$ cat src/rtl/core/resistor_ladder_key_decoder_core_assert.svh
// Assertion macros for the resistor ladder key decoder core.
`ifndef RESISTOR_LADDER_KEY_DECODER_CORE_ASSERT_SVH
`define RESISTOR_LADDER_KEY_DECODER_CORE_ASSERT_SVH

// Same-cycle implication, disabled during reset.
`define RLKD_ASSERT_IMP(label, clk_s, rst_s, ante, cons, msg) \
  label: assert property (@(posedge clk_s) disable iff (rst_s) (ante) |-> (cons)) \
    else $error(msg);

// Next-cycle implication, disabled during reset.
`define RLKD_ASSERT_NXT(label, clk_s, rst_s, ante, cons, msg) \
  label: assert property (@(posedge clk_s) disable iff (rst_s) (ante) |=> (cons)) \
    else $error(msg);

`endif

$ cat src/rtl/core/rlkd_pkg.sv
// Shared types and constants of the resistor ladder key decoder.
package rlkd_pkg;

  localparam int TIME_BITS       = 32;
  localparam int HALF_WIDTH_BITS = 8;
  localparam int INTERVAL_BITS   = 16;
  localparam int CFG_DATA_BITS   = 16;

  localparam logic [INTERVAL_BITS-1:0] DEBOUNCE_RESET = INTERVAL_BITS'(100);
  localparam logic [INTERVAL_BITS-1:0] HOLD_RESET     = INTERVAL_BITS'(200);

  // Register index offsets past the button level registers.
  localparam int REG_OFS_HALF_WIDTH = 0;
  localparam int REG_OFS_DEBOUNCE   = 1;
  localparam int REG_OFS_HOLD       = 2;
  localparam int REG_EXTRA_COUNT    = 3;

  typedef struct packed {
    logic latch;
    logic click;
    logic hold;
    logic rls;
  } btn_status_t;

endpackage

$ cat src/rtl/core/rlkd_match.sv
// Window match of one sample against all button levels, lowest button wins.
module rlkd_match
  import rlkd_pkg::*;
#(
  parameter int NUM_BUTTONS = 5,
  parameter int SAMPLE_BITS = 10
) (
  input  logic [SAMPLE_BITS-1:0]     sample,
  input  logic [SAMPLE_BITS-1:0]     level [NUM_BUTTONS],
  input  logic [HALF_WIDTH_BITS-1:0] half_width,
  output logic [NUM_BUTTONS-1:0]     hit
);

  localparam int WIDE_BITS = SAMPLE_BITS + 1;

  logic [NUM_BUTTONS-1:0] in_win;

  always_comb begin
    logic [WIDE_BITS-1:0] s_ext;
    logic [WIDE_BITS-1:0] w_ext;
    logic [WIDE_BITS-1:0] l_ext;
    s_ext = WIDE_BITS'(sample);
    w_ext = WIDE_BITS'(half_width);
    for (int b = 0; b < NUM_BUTTONS; b++) begin
      l_ext = WIDE_BITS'(level[b]);
      in_win[b] = ((s_ext + w_ext) >= l_ext) && (s_ext <= (l_ext + w_ext));
    end
  end

  always_comb begin
    logic found;
    found = 1'b0;
    for (int b = 0; b < NUM_BUTTONS; b++) begin
      hit[b] = in_win[b] && !found;
      found  = found || in_win[b];
    end
  end

endmodule

$ cat src/rtl/core/rlkd_button.sv
// Per-button latch, timestamp and click, hold and release flags.
module rlkd_button
  import rlkd_pkg::*;
(
  input  logic                     clk,
  input  logic                     rst,
  input  logic                     update,
  input  logic                     pressed,
  input  logic [TIME_BITS-1:0]     now_ms,
  input  logic [INTERVAL_BITS-1:0] debounce_ms,
  input  logic [INTERVAL_BITS-1:0] hold_repeat_ms,
  output btn_status_t              status
);

  logic [TIME_BITS-1:0] stamp;
  logic [TIME_BITS-1:0] stamp_next;
  btn_status_t          status_next;
  logic [TIME_BITS-1:0] elapsed;
  logic                 past_debounce;
  logic                 past_hold;

  assign elapsed       = now_ms - stamp;
  assign past_debounce = elapsed > TIME_BITS'(debounce_ms);
  assign past_hold     = elapsed > TIME_BITS'(hold_repeat_ms);

  always_comb begin
    status_next = status;
    stamp_next  = stamp;
    if (pressed && !status.latch && past_debounce) begin
      stamp_next  = now_ms;
      status_next = '{latch: 1'b1, click: 1'b1, hold: 1'b0, rls: 1'b0};
    end else if (pressed && status.latch && past_hold) begin
      stamp_next  = now_ms;
      status_next = '{latch: 1'b1, click: 1'b0, hold: 1'b1, rls: 1'b0};
    end else if (!pressed && !status.latch) begin
      status_next = '{latch: 1'b0, click: 1'b0, hold: 1'b0, rls: 1'b0};
    end else if (!pressed && status.latch && past_debounce) begin
      stamp_next  = now_ms;
      status_next = '{latch: 1'b0, click: 1'b0, hold: 1'b0, rls: 1'b1};
    end
  end

  always_ff @(posedge clk) begin
    if (rst) begin
      status <= '0;
      stamp  <= '0;
    end else if (update) begin
      status <= status_next;
      stamp  <= stamp_next;
    end
  end

endmodule

$ cat src/rtl/core/resistor_ladder_key_decoder_core.sv
// Top level of the resistor ladder key decoder core.
//
// Input channel: in_valid/in_ready carry one ADC sample and the millisecond
// time. Output channel: out_valid/out_ready carry the click, hold and release
// flags of every button plus the sample echo. Configuration channel:
// cfg_valid/cfg_ready with cfg_index and cfg_data; cfg_ready is always high,
// unknown indexes are ignored.
// An accepted item is registered in the input stage and moves on to the
// output when the output is empty or being taken by the receiver.
// Throughput is one item per cycle while out_ready stays high; the window
// match and button update into the button state registers are combinational.
// The button state registers double as the output register of flags and
// update only when the input stage item moves to the output.
// While the receiver stalls, the output holds, the input stage fills and then
// in_ready drops until out_ready returns.
// Reset clears both stages, all button latches, timestamps and flags, and
// loads the register reset values; there is no clearing pass.
module resistor_ladder_key_decoder_core
  import rlkd_pkg::*;
#(
  parameter int NUM_BUTTONS = 5,
  parameter int SAMPLE_BITS = 10
) (
  input  logic                         clk,
  input  logic                         rst,
  input  logic                         in_valid,
  output logic                         in_ready,
  input  logic [SAMPLE_BITS-1:0]       sample,
  input  logic [TIME_BITS-1:0]         now_ms,
  output logic                         out_valid,
  input  logic                         out_ready,
  output logic [NUM_BUTTONS-1:0]       click_flags,
  output logic [NUM_BUTTONS-1:0]       hold_flags,
  output logic [NUM_BUTTONS-1:0]       release_flags,
  output logic [SAMPLE_BITS-1:0]       sample_echo,
  input  logic                         cfg_valid,
  output logic                         cfg_ready,
  input  logic [$clog2(NUM_BUTTONS+REG_EXTRA_COUNT)-1:0] cfg_index,
  input  logic [CFG_DATA_BITS-1:0]     cfg_data
);

  `include "resistor_ladder_key_decoder_core_assert.svh"

  localparam int CFG_IDX_BITS = $clog2(NUM_BUTTONS + REG_EXTRA_COUNT);
  localparam logic [CFG_IDX_BITS-1:0] IDX_HALF_WIDTH =
    CFG_IDX_BITS'(NUM_BUTTONS + REG_OFS_HALF_WIDTH);
  localparam logic [CFG_IDX_BITS-1:0] IDX_DEBOUNCE =
    CFG_IDX_BITS'(NUM_BUTTONS + REG_OFS_DEBOUNCE);
  localparam logic [CFG_IDX_BITS-1:0] IDX_HOLD =
    CFG_IDX_BITS'(NUM_BUTTONS + REG_OFS_HOLD);

  logic [SAMPLE_BITS-1:0]     level [NUM_BUTTONS];
  logic [HALF_WIDTH_BITS-1:0] half_width;
  logic [INTERVAL_BITS-1:0]   debounce_ms;
  logic [INTERVAL_BITS-1:0]   hold_repeat_ms;

  logic                   stage_valid;
  logic                   stage_valid_next;
  logic [SAMPLE_BITS-1:0] stage_sample;
  logic [TIME_BITS-1:0]   stage_now;
  logic                   out_valid_next;
  logic                   advance;
  logic                   in_take;
  logic [NUM_BUTTONS-1:0] hit;
  logic [NUM_BUTTONS-1:0] latch_vec;
  btn_status_t            status [NUM_BUTTONS];

  assign cfg_ready = 1'b1;

  always_ff @(posedge clk) begin
    if (rst) begin
      for (int b = 0; b < NUM_BUTTONS; b++) begin
        level[b] <= '0;
      end
      half_width     <= '0;
      debounce_ms    <= DEBOUNCE_RESET;
      hold_repeat_ms <= HOLD_RESET;
    end else if (cfg_valid) begin
      for (int b = 0; b < NUM_BUTTONS; b++) begin
        if (cfg_index == CFG_IDX_BITS'(b)) begin
          level[b] <= cfg_data[SAMPLE_BITS-1:0];
        end
      end
      if (cfg_index == IDX_HALF_WIDTH) begin
        half_width <= cfg_data[HALF_WIDTH_BITS-1:0];
      end
      if (cfg_index == IDX_DEBOUNCE) begin
        debounce_ms <= cfg_data[INTERVAL_BITS-1:0];
      end
      if (cfg_index == IDX_HOLD) begin
        hold_repeat_ms <= cfg_data[INTERVAL_BITS-1:0];
      end
    end
  end

  assign advance  = stage_valid && (!out_valid || out_ready);
  assign in_ready = !stage_valid || advance;
  assign in_take  = in_valid && in_ready;

  always_comb begin
    stage_valid_next = stage_valid;
    if (in_take) begin
      stage_valid_next = 1'b1;
    end else if (advance) begin
      stage_valid_next = 1'b0;
    end
    out_valid_next = out_valid;
    if (advance) begin
      out_valid_next = 1'b1;
    end else if (out_ready) begin
      out_valid_next = 1'b0;
    end
  end

  always_ff @(posedge clk) begin
    if (rst) begin
      stage_valid <= 1'b0;
      out_valid   <= 1'b0;
    end else begin
      stage_valid <= stage_valid_next;
      out_valid   <= out_valid_next;
    end
  end

  always_ff @(posedge clk) begin
    if (in_take) begin
      stage_sample <= sample;
      stage_now    <= now_ms;
    end
    if (advance) begin
      sample_echo <= stage_sample;
    end
  end

  rlkd_match #(
    .NUM_BUTTONS(NUM_BUTTONS),
    .SAMPLE_BITS(SAMPLE_BITS)
  ) u_match (
    .sample    (stage_sample),
    .level     (level),
    .half_width(half_width),
    .hit       (hit)
  );

  for (genvar b = 0; b < NUM_BUTTONS; b++) begin : g_btn
    rlkd_button u_button (
      .clk           (clk),
      .rst           (rst),
      .update        (advance),
      .pressed       (hit[b]),
      .now_ms        (stage_now),
      .debounce_ms   (debounce_ms),
      .hold_repeat_ms(hold_repeat_ms),
      .status        (status[b])
    );
    assign click_flags[b]   = status[b].click;
    assign hold_flags[b]    = status[b].hold;
    assign release_flags[b] = status[b].rls;
    assign latch_vec[b]     = status[b].latch;
  end

  `RLKD_ASSERT_IMP(a_flags_exclusive, clk, rst, out_valid,
    ((click_flags & hold_flags) | (click_flags & release_flags) |
     (hold_flags & release_flags)) == '0,
    "button reports more than one flag")
  `RLKD_ASSERT_IMP(a_flags_match_latch, clk, rst, out_valid,
    ((click_flags & ~latch_vec) | (release_flags & latch_vec)) == '0,
    "click or release flag disagrees with press latch")
  `RLKD_ASSERT_NXT(a_stage_drains, clk, rst, stage_valid && !out_valid,
    out_valid, "input stage item did not move to output")
  `RLKD_ASSERT_IMP(a_full_blocks_input, clk, rst,
    stage_valid && out_valid && !out_ready, !in_ready,
    "input accepted while both stages are full and stalled")

endmodule

$ cat config.mk
export PLATFORM = sky130hd
export DESIGN_NAME = resistor_ladder_key_decoder_core
export DESIGN_NICKNAME = d
export VERILOG_FILES = /design/src/rtl/core/rlkd_pkg.sv /design/src/rtl/core/rlkd_match.sv /design/src/rtl/core/rlkd_button.sv /design/src/rtl/core/resistor_ladder_key_decoder_core.sv
export VERILOG_INCLUDE_DIRS = /design/src /design/src/rtl/core
export SDC_FILE = /design/constraint.sdc
export NUM_CORES = 1
export LEC_CHECK = 0
export BUFFER_PORTS_ARGS = -buffer_cell sky130_fd_sc_hd__buf_4
export CAP_MARGIN = 25
export CORE_ASPECT_RATIO = 0.8
export CORE_UTILIZATION = 28
export DETAILED_ROUTE_END_ITERATION = 10
export PLACE_DENSITY = 0.4
export SETUP_SLACK_MARGIN = 0.02
export SLEW_MARGIN = 20
export SYNTH_ARGS = -nofsm -noshare
export SYNTH_HDL_FRONTEND = slang
export SYNTH_SLANG_ARGS = --single-unit
export TNS_END_PERCENT = 5
$ cat constraint.sdc
create_clock -name clk -period 10.65 [get_ports clk]
set_input_delay 1.5975 -clock clk [delete_from_list [all_inputs] [get_ports clk]]
set_output_delay 1.5975 -clock clk [all_outputs]
set_load 0.05 [all_outputs]
[After elaboration in Yosys (flattened, before gate mapping)]
Cells that the tools add are included.
Storage, ports and cells
  register bits after elaboration: 324
  output and inout bits: 28
  logic and storage cells: 222
Cells by class
  $add $sub $neg: 11
  order comparisons: 20
  equality and inequality tests: 12
  mux-type cells: 44
  reduce and logical (&&, ||, !) cells: 97
Operators with widths (number)
  2-to-1 mux 32 bit: 20
  greater-than comparator 32 x 16 -> 1 bit: 10
  subtractor 32 bit: 5
  2-to-1 mux 4 bit: 20
  adder 10 x 8 -> 11 bit: 6
  greater-or-equal comparator 11 x 10 -> 1 bit: 5
  less-or-equal comparator 10 x 11 -> 1 bit: 5
  logical AND 1 bit: 46
  AND reduction 2 bit: 13
  nonzero test 4 bit: 5
  zero test 1 bit: 15
  inequality test 3 x 1 -> 1 bit (second input constant): 5
  AND reduction 3 bit: 5
  nonzero test 3 bit: 5
  == test 3 bit (second input constant): 4
  == test 3 x 2 -> 1 bit (second input constant): 2
  logical OR 1 bit: 5
  2-to-1 mux 1 bit: 4
  nonzero test 2 bit: 2
  == test 3 x 1 -> 1 bit (second input constant): 1
  zero test 3 bit: 1

[Logic depth before layout (Yosys ltp)]
Gate-level depths: netlist (run 1).
  depth after elaboration: 15
  mapped depth: 28

[Modules after synthesis]
From an unflattened synthesis (run 1), not the netlist that was laid out.
Second synthesis, totals
  cells, all modules: 3942
  area total of the unflattened synthesis: 32946.6 µm²
Modules (own cells, without submodules)
  rlkd_button (g_btn[0].u_button ...): times used 2, cells an instance 605, area an instance 4882.2 µm², sequential area each 720.7 µm²
  rlkd_button (g_btn[1].u_button ...): times used 2, cells an instance 588, area an instance 4498.1 µm², sequential area each 720.7 µm²
  resistor_ladder_key_decoder_core: times used 1, cells an instance 394, area an instance 5275.1 µm², sequential area each 3403.3 µm²
  rlkd_button (g_btn[2].u_button): times used 1, cells an instance 613, area an instance 4570.6 µm², sequential area each 720.7 µm²
  rlkd_match: times used 1, cells an instance 549, area an instance 4340.4 µm², sequential area each 0.0 µm²

[Worst setup path after synthesis (run 1)]
No wires, ideal clock.
  path kind: register to register
  from: reg half_width[1]
  to: reg g_btn[4].u_button.stamp[31]
  data arrival time: 4.905 ns
  required time: 10.522 ns
  slack: 5.618 ns
  cell stages (with the launch flop): 26
  clock period less this slack: 5.032 ns
  cells stage by stage: dfxtp_1 -> ha_1 -> a21o_1 -> a21oi_1 -> o21bai_1 -> a21oi_1 -> o21bai_1 -> a21oi_1 -> nor2b_1 -> o21ai_0 -> xnor2_1 -> ha_1 -> nand3_1 -> or2_2 -> a21oi_1 -> a2111oi_0 -> o32ai_1 -> nand2_1 -> or4_1 -> clkbuf_1 -> nor2_1 -> mux2i_1 -> o21ai_4 -> buf_6 -> mux2i_1 -> nor2_1
On the way
  longest elaborated chain between the ends: 13
Ends and longest elaborated chain
  start: declaration: line resistor_ladder_key_decoder_core.sv:53  | logic [HALF_WIDTH_BITS-1:0] half_width;
  start signal: assignment: line resistor_ladder_key_decoder_core.sv:85  | half_width <= cfg_data[HALF_WIDTH_BITS-1:0];
  adder 10 x 8 -> 11 bit: line rlkd_match.sv:26  | in_win[b] = ((s_ext + w_ext) >= l_ext) && (s_ext <= (l_ext + w_ext));
  greater-or-equal comparator 11 x 10 -> 1 bit / less-or-equal comparator 10 x 11 -> 1 bit (equally long branches): line rlkd_match.sv:26
  logical AND 1 bit: line rlkd_match.sv:26
  logical OR 1 bit (3 in series): line rlkd_match.sv:35  | found = found || in_win[b];
  zero test 1 bit: line rlkd_match.sv:34  | hit[b] = in_win[b] && !found;
  logical AND 1 bit *: line rlkd_match.sv:34
  zero test 1 bit: line rlkd_button.sv:35, rlkd_button.sv:37
  logical AND 1 bit (2 in series): line rlkd_button.sv:37  | end else if (!pressed && status.latch && past_debounce) begin
  nonzero test 3 bit (no source line)
  AND reduction 3 bit (no source line)
  end signal: assignment: line rlkd_button.sv:49  | stamp <= stamp_next;
  end: declaration: line rlkd_button.sv:15  | logic [TIME_BITS-1:0] stamp;
Mark *: on every way between the ends. The rest lies on a longest branch, timed or not.
A chain may end at the register's enable or synchronous reset.

[Worst setup path after layout (run 1)]
  from: reg stage_now[1]
  to: reg g_btn[1].u_button.stamp[19]
On the way
  longest elaborated chain between the ends: 5
Ends and longest elaborated chain
  start: declaration: line resistor_ladder_key_decoder_core.sv:60  | logic [TIME_BITS-1:0] stage_now;
  start signal: assignment: line resistor_ladder_key_decoder_core.sv:128  | stage_now <= now_ms;
  subtractor 32 bit *: line rlkd_button.sv:22  | assign elapsed = now_ms - stamp;
  greater-than comparator 32 x 16 -> 1 bit, on equally long branches: line rlkd_button.sv:24, rlkd_button.sv:23
  logical AND 1 bit, on equally long branches: line rlkd_button.sv:32, rlkd_button.sv:29, rlkd_button.sv:37
  inequality test 3 x 1 -> 1 bit (no source line) (tied with other cells)
  AND reduction 3 bit (no source line) / 2-to-1 mux 32 bit (equally long branches)
  end signal: assignment: line rlkd_button.sv:49
  end: declaration: line rlkd_button.sv:15
Marks and branches as above.

==> run metrics, run 1 <==
worst-case clock buffer depth 3; status complete, no violations; Tcrit/Tclk final 59.80%; GRT Overall Usage 21.06%; initial antenna violation count 3; Pleak 12.97 nW; P&R area growth vs syn 11.07%; CP max FO 31; Post-synth ARST share 0%; WHS Path Cells 2; drc violations 0; post-CTS setup buffer count 0; Startpoint Class flip-flop; clock sink count 324; commonest cells after routing, fill and taps aside ha_1, nand2_1, a21oi_1; htree depth 2; worst setup path category reg2reg; crit path DAT 6.86 ns; Overflow after GRT 0; ys flop type dfxtp_1; Worst setup EP type flip-flop; commonest non-fill, non-tap cell in the layout ha_1; Port Buffers 92; Setup crit end g_btn[1].u_button.stamp[19]; hold-fix buffers at CTS 0; # setup viols final 0; Yosys top cell area share 19.52%; register area share after synthesis 23.61%; CTS tree built; Max stage delay on crit path 0.81 ns; share of cells above drive strength 1 6.371%; Slowest-stage cell, CP a211o_2; Initial Utilization 28.32%; WL final 115.8 mm; std cell rows 106; setup clock skew after layout 0.02451 ns; Vias/cell 5.237; first-pass GRT wire length 169.6 mm; Crit Reg-Reg Startpoint stage_now[1]; Final #Nets 4293; number of synthesized flops with an enable pin 52; Post-Syn Area 29670 um2; worst vdd ir 0.08797 mV; Core ar. 104800 um2; RSZ-0062 raised after global routing false; Root Buffer clkbuf_16; max-slew violations 0; vias in the first global route 25173; Pre-antenna DRT Iters 5; Worst-path clk slew 0.06 ns; WL/cell 22.33 um; post-cts sizing count 0; Hold/Removal Path Class reg2reg; Yosys reg bits 324; Tmin final 6.368 ns; Vias 27172; CP Launch Point stage_now[1]; post-route ant nets 0; R2R cell count 22; capturing point of the worst reg2reg path g_btn[1].u_button.stamp[19]; top cells by area, synth ha_1, dfxtp_1, a21oi_1; DIE WIDTH 366.0 um; Rel. slew slack 28.73%; initial DRC count 2109; post-place instance area 31540 um2; Post-DP HPWL 91.17 mm; worst-margin pin slew 1.069 ns; die area 107300 um2; Synth cell types 104; final instance area 32960 um2; I/O pin total 94; Die Y 293.2 um; worst path cell trace ha_1, nor2b_1, o31a_1, or2_2, o21ai_0, nand2_1, nand3_1, nand2_1, a21oi_1, xnor2_1, ha_1, a21o_1, a21o_1, a21oi_1, o21ai_0, a2111oi_0, nor3_1, nand3b_1, or4b_4, a21oi_2, a211o_2, mux2i_1; Synth Net Count 4292; cell taking the most area after synthesis ha_1; cell area power density 124.8 nW/um2; maxcap violations 0; Mean Syn Cell Area 7.909 um2; Setup TNS 0 ns; TritonCTS buffer count 41; WP data required 11.15 ns; final hold violation count 0; clk_lat worst skew 0.59 ns; R2R setup slack 4.28 ns; largest net degree at the start of global routing 84; YS warnings 0; RD Place Congestion 0.8971; fmax 0.1570 GHz; Post-Syn Instances 3752
[power by group]
part / switching [mW] / internal (mW) / leakage, nW / total (mW)
clock: 0.612 / 0.884 / 0.675 / 1.50
sequential: 0.0569 / 1.29 / 2.70 / 1.34
combinational: 0.813 / 0.462 / 9.59 / 1.27
[registers in the layout, indices dropped and copies added, names as in the netlist]
signal and flops:
debounce_ms 16, hold_repeat_ms 16, out_valid 1, level 50, stage_now 32, stage_valid 1, sample_echo 10, stage_sample 10
g_btn.u_button.stamp 160, half_width 8, g_btn.u_button.status 20
[Yosys cell counts, types with 23 or more instances]
master and number:
or3_1 23, a21o_1 135, clkbuf_1 100, edfxtp_1 52, o211ai_1 23, o21a_1 61, nor2b_1 55, nand2_1 440
a21oi_1 340, dfxtp_1 272, o21bai_1 31, a31oi_1 54, nor3_1 67, mux2i_1 79, nand4_1 82, nand3_1 130
nand2b_1 40, xor2_1 64, inv_1 295, xnor2_1 89, ha_1 463, o311ai_0 32, nor2_1 221, o21ai_0 220
a211oi_1 27
[worst max-delay path: cells and delay by family (launching register included)]
family,cells,cell delay (ns)
compound gates,10,2.67
xor+xnor,1,0.18
fa+ha+maj,2,0.63
flops,1,0.75
mux,1,0.29
simple gates,8,1.71
[cell families (layout without fill, tap and decap cells)]
logic type	count (synthesis)	in the layout	synth area share (%)
adders and majority gates	474	474	20.26
xor gates and xnor gates	153	153	4.516
muxes	82	82	2.779
DFF	324	324	23.61
other	1	2	0.01264
and+or+nand+nor	1165	1165	18.53
buffers and inverters	454	485	6.434
AOI/OAI and AO/OA	1099	1099	23.85
[per-stage QoR]
step | utilization [%] | setup WS [ns] | instances | power, mW | hold slack [ns]
2_1_floorplan | - | 5.618 | 3752 | 2.204 | 0.4277
3_3_place_gp | 30.09 | 4.310 | 5112 | 2.633 | 0.4451
3_5_place_dp | 30.10 | 4.296 | 5113 | 2.620 | 0.4470
4_1_cts | 31.44 | 4.259 | 5186 | 4.147 | 0.4557
5_1_grt | 31.45 | 3.756 | 5187 | 4.348 | 0.4733
6_report | 31.46 | 4.282 | 5188 | 4.113 | 0.4540
[layout make-up]
class / count / area (um2)
inverters: 296 / 1114
clock inverters: 22 / 261.5
fillers: 11361 / 71820
flip-flops and latches: 324 / 7007
multi-input cells: 2974 / 20810
repair buffers: 116 / 872.1
well taps: 1404 / 1757
clock buffers: 51 / 1140
diodes: 1 / 2.502
[how the worst min path moves through the flow]
stage / startpoint / to / slack (ns)
after floorplan: g_btn[0].u_button.status[0] / g_btn[0].u_button.status[0] / 0.43
after global placement: debounce_ms[13] / debounce_ms[13] / 0.45
after detailed placement: hold_repeat_ms[9] / hold_repeat_ms[9] / 0.45
after CTS: hold_repeat_ms[9] / hold_repeat_ms[9] / 0.46
after global routing: g_btn[1].u_button.stamp[27] / g_btn[1].u_button.stamp[27] / 0.47
final: debounce_ms[13] / debounce_ms[13] / 0.45
[layer usage]
layer | share of wire, % | routed length, um | track usage, %
met1 | 54 | 62470 | 33.30
met2 | 38 | 44060 | 28.64
met3 | 6.3 | 7354 | 4.097
met4 | 1.7 | 1935 | 4.133
met5 | 0.015 | 17 | 0
(Power assumes the default switching activity.)
==> inputs of run 2 (changes only) <==
- ABC_AREA: unset -> 1
- PLACE_DENSITY: 0.4 -> 0.42
- clock period: 10.65 -> 5.2 ns (I/O delays scaled with it)
==> run metrics, run 2 <==
commonest non-fill, non-tap cell in the layout nand2_1; fmax 0.2039 GHz; max-slew violations 0; Yosys top cell area share 19.03%; Post-Syn Instances 4562; clk_lat worst skew 0.61 ns; Rel. slew slack 32.59%; Hold/Removal Path Class in2reg; YS warnings 0; Regs by FF count g_btn.u_button.stamp: 160 flops, level: 50 flops, stage_now: 32 flops; Pre-antenna DRT Iters 6; initial antenna violation count 5; vias in the first global route 27367; maxcap violations 0; largest net degree at the start of global routing 123; Initial Utilization 28.42%; number of synthesized flops with an enable pin 52; worst path cell trace inv_1, buf_4, ha_1, inv_1, fa_1, nand3_1, nand2_1, nand2_1, nand2_1, nand2_1, o211ai_1, xor2_1, ha_1, nand4_1, nor4_1, nor3b_1, nand2_1, nand2_1, nand3_1, nand3_2, nand2_4, buf_4, o21ai_0, nor2_1; WP data required 5.69 ns; Worst setup EP type flip-flop; worst-case clock buffer depth 3; Port Buffers 92; # setup viols final 0; Synth Net Count 5102; DIE WIDTH 370.6 um; GRT Overall Usage 21.72%; drc violations 0; worst vdd ir 0.1977 mV; initial DRC count 2296; final core utilization 32.28%; WL/cell 19.83 um; status complete, no violations; cell taking the most area after synthesis ha_1; setup clock skew after layout 0.03211 ns; Core ar. 107100 um2; Filler cells 11919; Power Total 9.119 mW; Max stage delay on crit path 0.46 ns; Vias 29907; ys flop type dfxtp_1; pre-CTS setup slack 0.3160 ns; worst setup path category reg2reg; Tcrit/Tclk final 94.32%; Startpoint Class flip-flop; crit path DAT 5.40 ns; top cells by area, synth ha_1, dfxtp_1, nand2_1; RD Place Congestion 0.9117; synth cell count leaders nand2_1, inv_1, nor2_1, ha_1, a21oi_1; Setup TNS 0 ns; Final #Nets 5238; std cell rows 107; Register Area 7008 um2; post-route ant nets 0; multi-input logic area 20390 um2; Post-DP HPWL 97.33 mm; cell area power density 263.8 nW/um2; Synth cell types 66; Post-synth ARST share 0%; commonest cells after routing, fill and taps aside nand2_1, inv_1, nor2_1; Worst-path clk slew 0.06 ns; final hold violation count 0; CTS tree built; cell with the most instances after synthesis nand2_1; GR peak layer met1; setup ws final 0.2955 ns; worst-margin pin slew 1.011 ns; hold-fix buffers at CTS 0; RSZ-0062 raised after global routing true; Antenna Diode Count 0; Tmin final 4.904 ns; Overflow after GRT 0; TritonCTS buffer count 42; largest reg by FF count g_btn.u_button.stamp; Post-Syn Area 30440 um2; CP max FO 20; first-pass GRT wire length 178.7 mm; met1 Use GR 34.99%; Vias/cell 4.865; met2 Usage GRT 29.84%; P&R area growth vs syn 13.59%; Pleak 15.60 nW; die area 110000 um2; register area share after synthesis 23.02%; Largest register FFs 160; Mean Syn Cell Area 6.672 um2; share of cells above drive strength 1 7.653%; CP dominant cell by count nand2_1; Root Buffer clkbuf_16; Yosys reg bits 324; Die Y 296.9 um; Slowest-stage cell, CP edfxtp_1; WL final 121.9 mm; met3 Usage GRT 2.877%; clock sink count 324; I/O pin total 94; htree depth 2
[run 2: cell count changes in the layout (fill, tap and decap cells not counted), sizes merged, moves of 65 or more]
cell   change
a21oi    +102
mux2i     -79
a21o     -119
nor2     +392
o21ai    +121
xnor2     -65
inv      +354
nand3     +86
buf       +69
nand2    +547
[run 2: worst paths after layout]
kind / start / endpoint / slack [ns] / cells past startpoint
worst max-delay path: stage_now[0] / g_btn[1].u_button.stamp[0] / 0.30 / 24
worst min-delay path: now_ms[18] / stage_now[18] / 0.34 / 1
worst max register to register: stage_now[0] / g_btn[1].u_button.stamp[0] / 0.30 / 24
worst min register to register: g_btn[3].u_button.stamp[4] / g_btn[3].u_button.stamp[4] / 0.48 / 2
[run 2: metal layers]
layer / up-vias / routed length (um)
met5: - / 0
met4: 0 / 2152
met3: 92 / 7345
met2: 768 / 47030
met1: 13737 / 65340
li1: 15310 / -
[run 2: cells by family after synthesis]
kind of cell               synth area share, %
AOI/OAI and AO/OA                        15.91
xor gates and xnor gates                 3.827
adders and majority gates                19.76
buffers and inverters                    10.06
DFF                                      23.02
other                                  0.01232
and+or+nand+nor                          27.42
[run 2: where the power goes]
part	internal (mW)	switching [mW]	leakage, nW	total (mW)
clock network	1.77	1.31	0.678	3.08
logic	1.14	2.07	12.2	3.21
registers	2.68	0.150	2.71	2.83
total	5.59	3.53	15.6	9.12
[run 2: final cells by class]
cell class	count	area share (%)
Inverter	654	7.166
Clock buffer	60	3.471
Timing Repair Buffer	184	4.404
Clock inverter	16	0.5790
Tap cell	1417	5.128
Sequential cell	324	20.27
Multi-Input combinational cell	3492	58.98
[run 2: repair_timing]
item / in CTS / in global routing
gates resized for setup: 0 / 13
hold endpoints to repair: 0 / 0
endpoints found under the setup margin: 0 / 167
buffers inserted: 0 / 0
[run 2: critical path, delay by kind of cell (launching register included)]
family / cells / cell delay [ns]
AND/OR/NAND/NOR: 14 / 1.95
buffers and inverters: 4 / 0.87
adder cells (fa/ha/maj): 3 / 0.79
flip-flops: 1 / 0.46
XOR/XNOR: 1 / 0.37
AO/OA/AOI/OAI: 2 / 0.33
[run 2: metrics by stage]
step,cell area [um2],instances,hold slack (ns)
after floorplan,30440,4562,0.4529
after global placement,33140,6071,0.4694
after detailed placement,33140,6071,0.4751
after CTS,34540,6147,0.3011
after global routing,34570,6147,0.3194
final,34570,6147,0.3433
